===== src/design/lr_pkg.sv =====
// lr_pkg: shared types and constants for the line rasterizer
// holds the controller/datapath command and status structs and the register map
// no dependencies
`default_nettype none

package lr_pkg;

	// default parameter values
	localparam int unsigned MAX_DIM_DEFAULT    = 64;
	localparam int unsigned COORD_BITS_DEFAULT = 12;

	// configuration port
	localparam int unsigned CFG_BITS     = 7;
	localparam int unsigned CFG_IDX_BITS = 1;
	localparam int unsigned COLOR_BITS   = 32;

	localparam logic [CFG_IDX_BITS-1:0] REG_IMAGE_WIDTH  = 1'b0;
	localparam logic [CFG_IDX_BITS-1:0] REG_IMAGE_HEIGHT = 1'b1;

	// commands from controller to datapath
	typedef struct packed {
		logic load;       // take a new line transaction
		logic step;       // advance one bresenham step
		logic capture;    // hold the current point as pending pixel
		logic emit;       // move the pending pixel into the output register
		logic emit_last;  // mark the emitted pixel as last of the line
	} lr_cmd_t;

	// status from datapath to controller
	typedef struct packed {
		logic reject;     // neither endpoint of the offered line is on the image
		logic on_image;   // current walk point is on the image
		logic at_end;     // current walk point equals the second endpoint
	} lr_status_t;

endpackage

`default_nettype wire


===== src/design/lr_ctrl.sv =====
// lr_ctrl: controller state machine of the line rasterizer
// sequences load, walk and final flush, owns the handshake flags
// depends on lr_pkg
`default_nettype none

module lr_ctrl import lr_pkg::*; (
	input  wire logic       clk,
	input  wire logic       arst_n,
	input  wire logic       in_valid,
	output logic            in_stall,
	output logic            out_valid,
	input  wire logic       out_stall,
	input  wire lr_status_t status,
	output lr_cmd_t         cmd
);

	typedef enum logic [2:0] {
		ST_IDLE  = 3'b001,
		ST_WALK  = 3'b010,
		ST_FLUSH = 3'b100
	} lr_state_t;

	lr_state_t state_q, state_d;
	logic      pend_valid_q, pend_valid_d;
	logic      out_valid_q, out_valid_d;
	logic      out_free;
	logic      need_emit;

	assign in_stall  = (state_q != ST_IDLE);
	assign out_valid = out_valid_q;
	assign out_free  = !out_valid_q || !out_stall;
	assign need_emit = status.on_image && pend_valid_q;

	// next state and command decode
	always_comb begin
		state_d      = state_q;
		pend_valid_d = pend_valid_q;
		cmd          = '0;
		unique case (state_q)
			ST_IDLE: begin
				if (in_valid && !status.reject) begin
					cmd.load     = 1'b1;
					pend_valid_d = 1'b0;
					state_d      = ST_WALK;
				end
			end
			ST_WALK: begin
				if (!status.on_image && pend_valid_q) begin
					// walked off the image after being on it: nothing more to plot
					state_d = ST_FLUSH;
				end else if (!need_emit || out_free) begin
					cmd.capture  = status.on_image;
					cmd.emit     = need_emit;
					pend_valid_d = pend_valid_q || status.on_image;
					if (status.at_end) begin
						state_d = ST_FLUSH;
					end else begin
						cmd.step = 1'b1;
					end
				end
			end
			ST_FLUSH: begin
				if (out_free) begin
					cmd.emit      = pend_valid_q;
					cmd.emit_last = 1'b1;
					pend_valid_d  = 1'b0;
					state_d       = ST_IDLE;
				end
			end
			default: begin
				state_d = ST_IDLE;
			end
		endcase
	end

	// output valid: set on emit, cleared once the sink takes the transaction
	always_comb begin
		if (cmd.emit) begin
			out_valid_d = 1'b1;
		end else if (!out_stall) begin
			out_valid_d = 1'b0;
		end else begin
			out_valid_d = out_valid_q;
		end
	end

	// control registers
	always_ff @(posedge clk or negedge arst_n) begin
		if (!arst_n) begin
			state_q      <= ST_IDLE;
			pend_valid_q <= 1'b0;
			out_valid_q  <= 1'b0;
		end else begin
			state_q      <= state_d;
			pend_valid_q <= pend_valid_d;
			out_valid_q  <= out_valid_d;
		end
	end

endmodule

`default_nettype wire


===== src/design/lr_datapath.sv =====
// lr_datapath: bresenham walk registers, image bounds check and output register
// also holds the image size configuration registers
// depends on lr_pkg
`default_nettype none

module lr_datapath import lr_pkg::*; #(
	parameter int unsigned MAX_DIM    = MAX_DIM_DEFAULT,
	parameter int unsigned COORD_BITS = COORD_BITS_DEFAULT,
	localparam int unsigned PIX_BITS  = $clog2(MAX_DIM)
) (
	input  wire logic                         clk,
	input  wire logic                         arst_n,
	input  wire logic                         cfg_we,
	input  wire logic [CFG_IDX_BITS-1:0]      cfg_addr,
	input  wire logic [CFG_BITS-1:0]          cfg_wdata,
	input  wire logic signed [COORD_BITS-1:0] start_x,
	input  wire logic signed [COORD_BITS-1:0] start_y,
	input  wire logic signed [COORD_BITS-1:0] end_x,
	input  wire logic signed [COORD_BITS-1:0] end_y,
	input  wire logic [COLOR_BITS-1:0]        line_color,
	input  wire lr_cmd_t                      cmd,
	output lr_status_t                        status,
	output logic [PIX_BITS-1:0]               pixel_x,
	output logic [PIX_BITS-1:0]               pixel_y,
	output logic [COLOR_BITS-1:0]             pixel_color,
	output logic                              last_pixel
);

	localparam int unsigned DIM_BITS = $clog2(MAX_DIM + 1);
	localparam int unsigned ERR_BITS = COORD_BITS + 2;

	// on-image test for one point against the effective image size
	function automatic logic in_image(
		input logic [COORD_BITS-1:0] px,
		input logic [COORD_BITS-1:0] py,
		input logic [DIM_BITS-1:0]   w,
		input logic [DIM_BITS-1:0]   h
	);
		logic [COORD_BITS-1:0] wx;
		logic [COORD_BITS-1:0] hx;
		wx = {{(COORD_BITS-DIM_BITS){1'b0}}, w};
		hx = {{(COORD_BITS-DIM_BITS){1'b0}}, h};
		return !px[COORD_BITS-1] && (px < wx) && !py[COORD_BITS-1] && (py < hx);
	endfunction

	logic [CFG_BITS-1:0]   width_q, height_q;
	logic [DIM_BITS-1:0]   eff_w, eff_h;

	logic signed [COORD_BITS-1:0] x_q, y_q, x2_q, y2_q;
	logic [COORD_BITS-1:0]        dx_q, dy_q;
	logic                         sx_neg_q, sy_neg_q;
	logic signed [ERR_BITS-1:0]   err_q;
	logic [COLOR_BITS-1:0]        color_q;

	logic [PIX_BITS-1:0]   pend_x_q, pend_y_q;
	logic [PIX_BITS-1:0]   out_x_q, out_y_q;
	logic [COLOR_BITS-1:0] out_color_q;
	logic                  out_last_q;

	logic signed [COORD_BITS:0] diff_x, diff_y;
	logic [COORD_BITS:0]        mag_x, mag_y;
	logic [COORD_BITS-1:0]      dx_init, dy_init;
	logic signed [ERR_BITS-1:0] err_init;

	logic signed [ERR_BITS:0]   e2, neg_dy, dx_ext;
	logic                       step_x, step_y;
	logic signed [ERR_BITS-1:0] err_next;

	// configuration registers
	always_ff @(posedge clk or negedge arst_n) begin
		if (!arst_n) begin
			width_q  <= CFG_BITS'(MAX_DIM);
			height_q <= CFG_BITS'(MAX_DIM);
		end else if (cfg_we) begin
			if (cfg_addr == REG_IMAGE_WIDTH) begin
				width_q <= cfg_wdata;
			end else if (cfg_addr == REG_IMAGE_HEIGHT) begin
				height_q <= cfg_wdata;
			end
		end
	end

	// oversized image acts as the largest supported one
	assign eff_w = (width_q > CFG_BITS'(MAX_DIM)) ? DIM_BITS'(MAX_DIM) : width_q[DIM_BITS-1:0];
	assign eff_h = (height_q > CFG_BITS'(MAX_DIM)) ? DIM_BITS'(MAX_DIM) : height_q[DIM_BITS-1:0];

	// setup terms for a new line
	assign diff_x   = {end_x[COORD_BITS-1], end_x} - {start_x[COORD_BITS-1], start_x};
	assign diff_y   = {end_y[COORD_BITS-1], end_y} - {start_y[COORD_BITS-1], start_y};
	assign mag_x    = diff_x[COORD_BITS] ? -diff_x : diff_x;
	assign mag_y    = diff_y[COORD_BITS] ? -diff_y : diff_y;
	assign dx_init  = mag_x[COORD_BITS-1:0];
	assign dy_init  = mag_y[COORD_BITS-1:0];
	assign err_init = ERR_BITS'($signed({2'b00, dx_init})) - ERR_BITS'($signed({2'b00, dy_init}));

	// error rule for one step
	assign e2       = {err_q, 1'b0};
	assign dx_ext   = (ERR_BITS+1)'($signed({2'b00, dx_q}));
	assign neg_dy   = -((ERR_BITS+1)'($signed({2'b00, dy_q})));
	assign step_x   = e2 > neg_dy;
	assign step_y   = e2 < dx_ext;
	assign err_next = err_q - (step_x ? ERR_BITS'($signed({2'b00, dy_q})) : '0)
	                        + (step_y ? ERR_BITS'($signed({2'b00, dx_q})) : '0);

	// status back to the controller
	always_comb begin
		status.reject   = !in_image(start_x, start_y, eff_w, eff_h)
		               && !in_image(end_x, end_y, eff_w, eff_h);
		status.on_image = in_image(x_q, y_q, eff_w, eff_h);
		status.at_end   = (x_q == x2_q) && (y_q == y2_q);
	end

	// walk registers
	always_ff @(posedge clk) begin
		if (cmd.load) begin
			x_q      <= start_x;
			y_q      <= start_y;
			x2_q     <= end_x;
			y2_q     <= end_y;
			dx_q     <= dx_init;
			dy_q     <= dy_init;
			sx_neg_q <= !(start_x < end_x);
			sy_neg_q <= !(start_y < end_y);
			err_q    <= err_init;
			color_q  <= line_color;
		end else if (cmd.step) begin
			err_q <= err_next;
			if (step_x) begin
				x_q <= x_q + {{(COORD_BITS-1){sx_neg_q}}, 1'b1};
			end
			if (step_y) begin
				y_q <= y_q + {{(COORD_BITS-1){sy_neg_q}}, 1'b1};
			end
		end
	end

	// pending pixel, held back one point so the last one can be flagged
	always_ff @(posedge clk) begin
		if (cmd.capture) begin
			pend_x_q <= x_q[PIX_BITS-1:0];
			pend_y_q <= y_q[PIX_BITS-1:0];
		end
	end

	// output register
	always_ff @(posedge clk) begin
		if (cmd.emit) begin
			out_x_q     <= pend_x_q;
			out_y_q     <= pend_y_q;
			out_color_q <= color_q;
			out_last_q  <= cmd.emit_last;
		end
	end

	assign pixel_x     = out_x_q;
	assign pixel_y     = out_y_q;
	assign pixel_color = out_color_q;
	assign last_pixel  = out_last_q;

endmodule

`default_nettype wire


===== src/design/line_rasterizer.sv =====
// line_rasterizer: bresenham line walker, one pixel write per on-image point walked
// sequence: load in idle, walk up to max(|dx|,|dy|)+1 points, then flush the pending pixel
// the error loop takes one step per cycle unless an output stall holds the walk; a new line
// is taken only in idle; a line with neither endpoint on the image is dropped unwalked
// reset: state machine and output valid clear, image width and height return to MAX_DIM
// depends on lr_pkg, lr_ctrl, lr_datapath
`default_nettype none

module line_rasterizer import lr_pkg::*; #(
	parameter int unsigned MAX_DIM    = MAX_DIM_DEFAULT,
	parameter int unsigned COORD_BITS = COORD_BITS_DEFAULT,
	localparam int unsigned PIX_BITS  = $clog2(MAX_DIM)
) (
	input  wire logic                         clk,
	input  wire logic                         arst_n,
	input  wire logic                         cfg_we,
	input  wire logic [CFG_IDX_BITS-1:0]      cfg_addr,
	input  wire logic [CFG_BITS-1:0]          cfg_wdata,
	input  wire logic                         in_valid,
	output logic                              in_stall,
	input  wire logic signed [COORD_BITS-1:0] start_x,
	input  wire logic signed [COORD_BITS-1:0] start_y,
	input  wire logic signed [COORD_BITS-1:0] end_x,
	input  wire logic signed [COORD_BITS-1:0] end_y,
	input  wire logic [COLOR_BITS-1:0]        line_color,
	output logic                              out_valid,
	input  wire logic                         out_stall,
	output logic [PIX_BITS-1:0]               pixel_x,
	output logic [PIX_BITS-1:0]               pixel_y,
	output logic [COLOR_BITS-1:0]             pixel_color,
	output logic                              last_pixel
);

	lr_cmd_t    cmd;
	lr_status_t status;

	// controller
	lr_ctrl u_ctrl (
		.clk       (clk),
		.arst_n    (arst_n),
		.in_valid  (in_valid),
		.in_stall  (in_stall),
		.out_valid (out_valid),
		.out_stall (out_stall),
		.status    (status),
		.cmd       (cmd)
	);

	// datapath
	lr_datapath #(
		.MAX_DIM    (MAX_DIM),
		.COORD_BITS (COORD_BITS)
	) u_datapath (
		.clk         (clk),
		.arst_n      (arst_n),
		.cfg_we      (cfg_we),
		.cfg_addr    (cfg_addr),
		.cfg_wdata   (cfg_wdata),
		.start_x     (start_x),
		.start_y     (start_y),
		.end_x       (end_x),
		.end_y       (end_y),
		.line_color  (line_color),
		.cmd         (cmd),
		.status      (status),
		.pixel_x     (pixel_x),
		.pixel_y     (pixel_y),
		.pixel_color (pixel_color),
		.last_pixel  (last_pixel)
	);

endmodule

`default_nettype wire

===== config.mk =====
export PLATFORM = sky130hd
export DESIGN_NAME = line_rasterizer
export DESIGN_NICKNAME = d
export VERILOG_FILES = /design/src/design/lr_pkg.sv /design/src/design/lr_ctrl.sv /design/src/design/lr_datapath.sv /design/src/design/line_rasterizer.sv
export SDC_FILE = /design/constraint.sdc
export NUM_CORES = 1
export LEC_CHECK = 0
export BUFFER_PORTS_ARGS = -buffer_cell sky130_fd_sc_hd__buf_2
export CAP_MARGIN = 40
export CORE_MARGIN = 2
export CORE_UTILIZATION = 45
export CTS_CLUSTER_DIAMETER = 40
export CTS_CLUSTER_SIZE = 25
export DETAILED_ROUTE_END_ITERATION = 12
export PLACE_DENSITY_LB_ADDON = 0.2
export SKIP_CTS_REPAIR_TIMING = 1
export SYNTH_ARGS = -nofsm -noshare
export SYNTH_HDL_FRONTEND = slang
export SYNTH_SLANG_ARGS = --single-unit

===== constraint.sdc =====
create_clock -name clk -period 4.79 [get_ports clk]
set_input_delay 0.7185 -clock clk [delete_from_list [all_inputs] [get_ports clk]]
set_output_delay 0.7185 -clock clk [all_outputs]
set_load 0.01 [all_outputs]

==> results_dict.tcl <==
set metrics [dict create \
    nets 1661 \
    htreeDepth 4 \
    startpoint_type "flop" \
    min_period_ns 4.94 \
    ir_drop_mv 0.235 \
    share_comb_of_total_power 0.250 \
    synth_cell_type_count 69 \
    hold_violations 0 \
    die-area_mm2 0.0297 \
    ys_warn_count 0 \
    p_leak_nw 6.60 \
    p_int_mw 3.16 \
    final_util 0.561 \
    finalNonFillerCells 1808 \
    synth_fp_nets 1416 \
    min_period_over_period 1.03 \
    finClkSkew_ns 0.0254 \
    netlist_instances 1169 \
    grt_pass1_wl_um 51900 \
    num_vias 9640 \
    rows 61 \
    antenna_found_initial 2 \
    violations "negative setup slack" \
    ys_top_cells_by_area "edfxtp_1 42%, ha_1 13%, xnor2_1 5.6%" \
    grtUsageTotal 0.230 \
    cp_max_fo 5 \
    syn2layout_area_growth_pct 22.6 \
    layout_common_cells "177 x edfxtp_1, 139 x buf_2, 127 x ha_1" \
    die_w_um 172 \
    rr_endpoint "u_datapath.err_q[12]" \
    worstPathArrival_ns 5.11 \
    wl_met2_um 15000 \
    drtAntennaViolNets 0 \
    placed_cells 1765 \
    grt_overflow_total 0 \
    relSlewSlack 0.447 \
    cts_buffer_depth 2 \
    path_cells "nor2_2 -> nand3b_1 -> nor2_2 -> nand3_2 -> o41ai_2 -> o21ai_1 -> ha_1 -> nand3_2 -> nor2_1 -> nand3_1 -> o41ai_2 -> o21ba_4 -> buf_6 -> buf_6 -> and2_4 -> fa_1 -> inv_1 -> ha_2 -> or3_4 -> buf_6 -> o21ai_2 -> a21oi_2 -> xnor2_1 -> mux2i_1" \
    async_reset_ff_frac 0.0969 \
    highest_layer "met4" \
    cap_violations 0 \
    wl_met1_um 15800 \
    grt_pass1_vias 9586 \
    clk_latency_ns 0.46 \
    slowest_delay_ns 0.48 \
    setup_viol 5 \
    r2r_cells 24 \
    r2r_slack_ns -0.15 \
    tightestPinTransition_ns 0.827 \
    cts_tree "done" \
    dr_wl_met3_um 1600 \
    slowest_stage "fa_1" \
    dpl.hpwl_um 25900 \
    start_util 0.457 \
    ys_seq_area_frac 0.455 \
    final_common_cell "edfxtp_1" \
    wl_per_cell_um 18.3 \
    drt_wl_total_um 33100 \
    end_kind "flop" \
    n_fill_cell 2390 \
    drc 0 \
    synth_ff_type "edfxtp_1" \
    synth.avg_cell_area_um2 10.9 \
    clkSlewWorstSetupHoldPaths_ns 0.10 \
    drive_gt1_frac 0.260 \
    sw_frac_of_total 0.310 \
    reg2reg_from "u_datapath.dy_q[4]" \
    die_h_um 172 \
    ctsRootBufferMaster "clkbuf_16" \
    viasPerCell 5.33 \
    seqPwrFrac 0.414 \
    cts_buffers 17 \
    finalMaxSlewViolations 0 \
    io_pins 140 \
    syn_area_mm2 0.0127 \
    timing.critical_path.required_ns 4.96 \
    drt_iter0_drc 596 \
    yosysTopAreaCell "edfxtp_1" \
    numClockSinks 196 \
    hold_class "input pin to asynchronous set/reset pin" \
    gp_congestion 0.944 \
    synth_edf_count 177 \
    criticalPathCategory "flop to flop" \
    grt_max_degree 46 \
    achievable-frequency_ghz 0.203 \
    critPathMostFrequentCell "buf_6" \
    port_buffers 139 \
    yosysTopAreaCellShare 0.417 \
    cellPowerDensity_mw_per_mm2 294 \
    rsz0062_at_grt "true" \
    coreArea_mm2 0.0279 \
    switchingPower_mw 1.42 \
    fin_ws_ns -0.147 \
    ys_ff_latch 196 \
    clockPowerShare 0.336 \
    dr.pass1.iters 7 \
    tns_ns -0.457 \
    status "finished with violations" \
]
-- cell type report --
type                            instances  area, um^2  area share
Tap cell                              378         473      0.0303
Multi-Input combinational cell        848        6810       0.436
Sequential cell                       196        5790       0.371
Antenna cell                            3        7.51    0.000481
Clock buffer                           17         425      0.0272
Clock inverter                         15         221      0.0142
Timing Repair Buffer                  240        1480      0.0946
Inverter                              111         417      0.0267
-- metal layers --
| metal | up-vias | GRT usage |
|---|---|---|
| li1 | 4730 | - |
| met1 | 4602 | 0.327 |
| met2 | 268 | 0.372 |
| met3 | 40 | 0.0302 |
| met4 | 0 | 0.0610 |
| met5 | - | 0 |
-- power by group through the flow --
stage	clock, mW	sequential [mW]	combinational (mW)
finish	1.54	1.90	1.15
global route	1.63	1.90	1.27
CTS	1.56	1.90	1.14
detailed placement	0	1.94	1.13
global placement	0	1.94	1.11
floorplan	0	1.93	0.751
-- critical path, delay by kind of cell (launching register included) --
| kind | cells | cell delay, ns |
|---|---|---|
| AND/OR/NAND/NOR | 9 | 1.44 |
| AO/OA/AOI/OAI | 6 | 1.17 |
| adder cells (fa/ha/maj) | 3 | 0.94 |
| buffers and inverters | 4 | 0.44 |
| flip-flops | 1 | 0.42 |
| XOR/XNOR | 1 | 0.17 |
| multiplexers | 1 | 0.09 |
-- sequential cells by signal, summed over array words and instances (netlist names) --
name                    cells
u_ctrl.out_valid            1
u_ctrl.pend_valid_q         1
u_ctrl.state_q              3
u_datapath.color_q         32
u_datapath.dx_q            12
u_datapath.dy_q            12
u_datapath.err_q           14
u_datapath.height_q         7
u_datapath.last_pixel       1
u_datapath.pend_x_q         6
u_datapath.pend_y_q         6
u_datapath.pixel_color     32
u_datapath.pixel_x          6
u_datapath.pixel_y          6
u_datapath.sx_neg_q         1
u_datapath.sy_neg_q         1
u_datapath.width_q          7
u_datapath.x2_q            12
u_datapath.x_q             12
u_datapath.y2_q            12
u_datapath.y_q             12
-- kinds of logic after synthesis --
family                     share of synthesized area
buffers and inverters                         0.0376
DFF                                            0.455
and+or+nand+nor                                0.123
AOI/OAI and AO/OA                              0.125
xor gates and xnor gates                      0.0818
muxes                                         0.0165
adders and majority gates                      0.161
-- cell usage after synthesis (14+ instances only) --
cell type,count
edfxtp_1,177
ha_1,137
inv_1,110
nand2_1,91
xnor2_1,82
o21ai_0,73
nor2_1,58
a21oi_1,54
xor2_1,37
a21o_1,30
nand3_1,21
nor2b_1,20
nor3_1,20
nand2b_1,19
fa_1,17
dfrtp_1,16
mux2_2,16
o21a_1,16
and2_1,14
-- through the flow --
step	hold WS, ns	worst slack [ns]	cell area (um^2)	total power, mW
2_1_floorplan	0.400	0.0281	12800	2.68
4_1_cts	0.192	-0.324	15200	4.60
3_5_place_dp	0.405	-0.313	14600	3.07
5_1_grt	0.206	-0.416	15600	4.81
6_report	0.183	-0.147	15600	4.59
3_3_place_gp	0.401	-0.146	14600	3.05
-- how the worst max path moves through the flow --
stage               slack, ns                   end                from
detailed placement      -0.31  u_datapath.err_q[11]  u_datapath.dy_q[4]
finish                  -0.15  u_datapath.err_q[12]  u_datapath.dy_q[4]
global placement        -0.15  u_datapath.err_q[11]            end_y[0]
CTS                     -0.32  u_datapath.err_q[11]  u_datapath.dy_q[4]
global route            -0.42  u_datapath.err_q[11]  u_datapath.dy_q[3]
floorplan                0.03  u_datapath.err_q[10]  u_datapath.dy_q[2]
No activity file was read; power rests on OpenSTA's default activity.
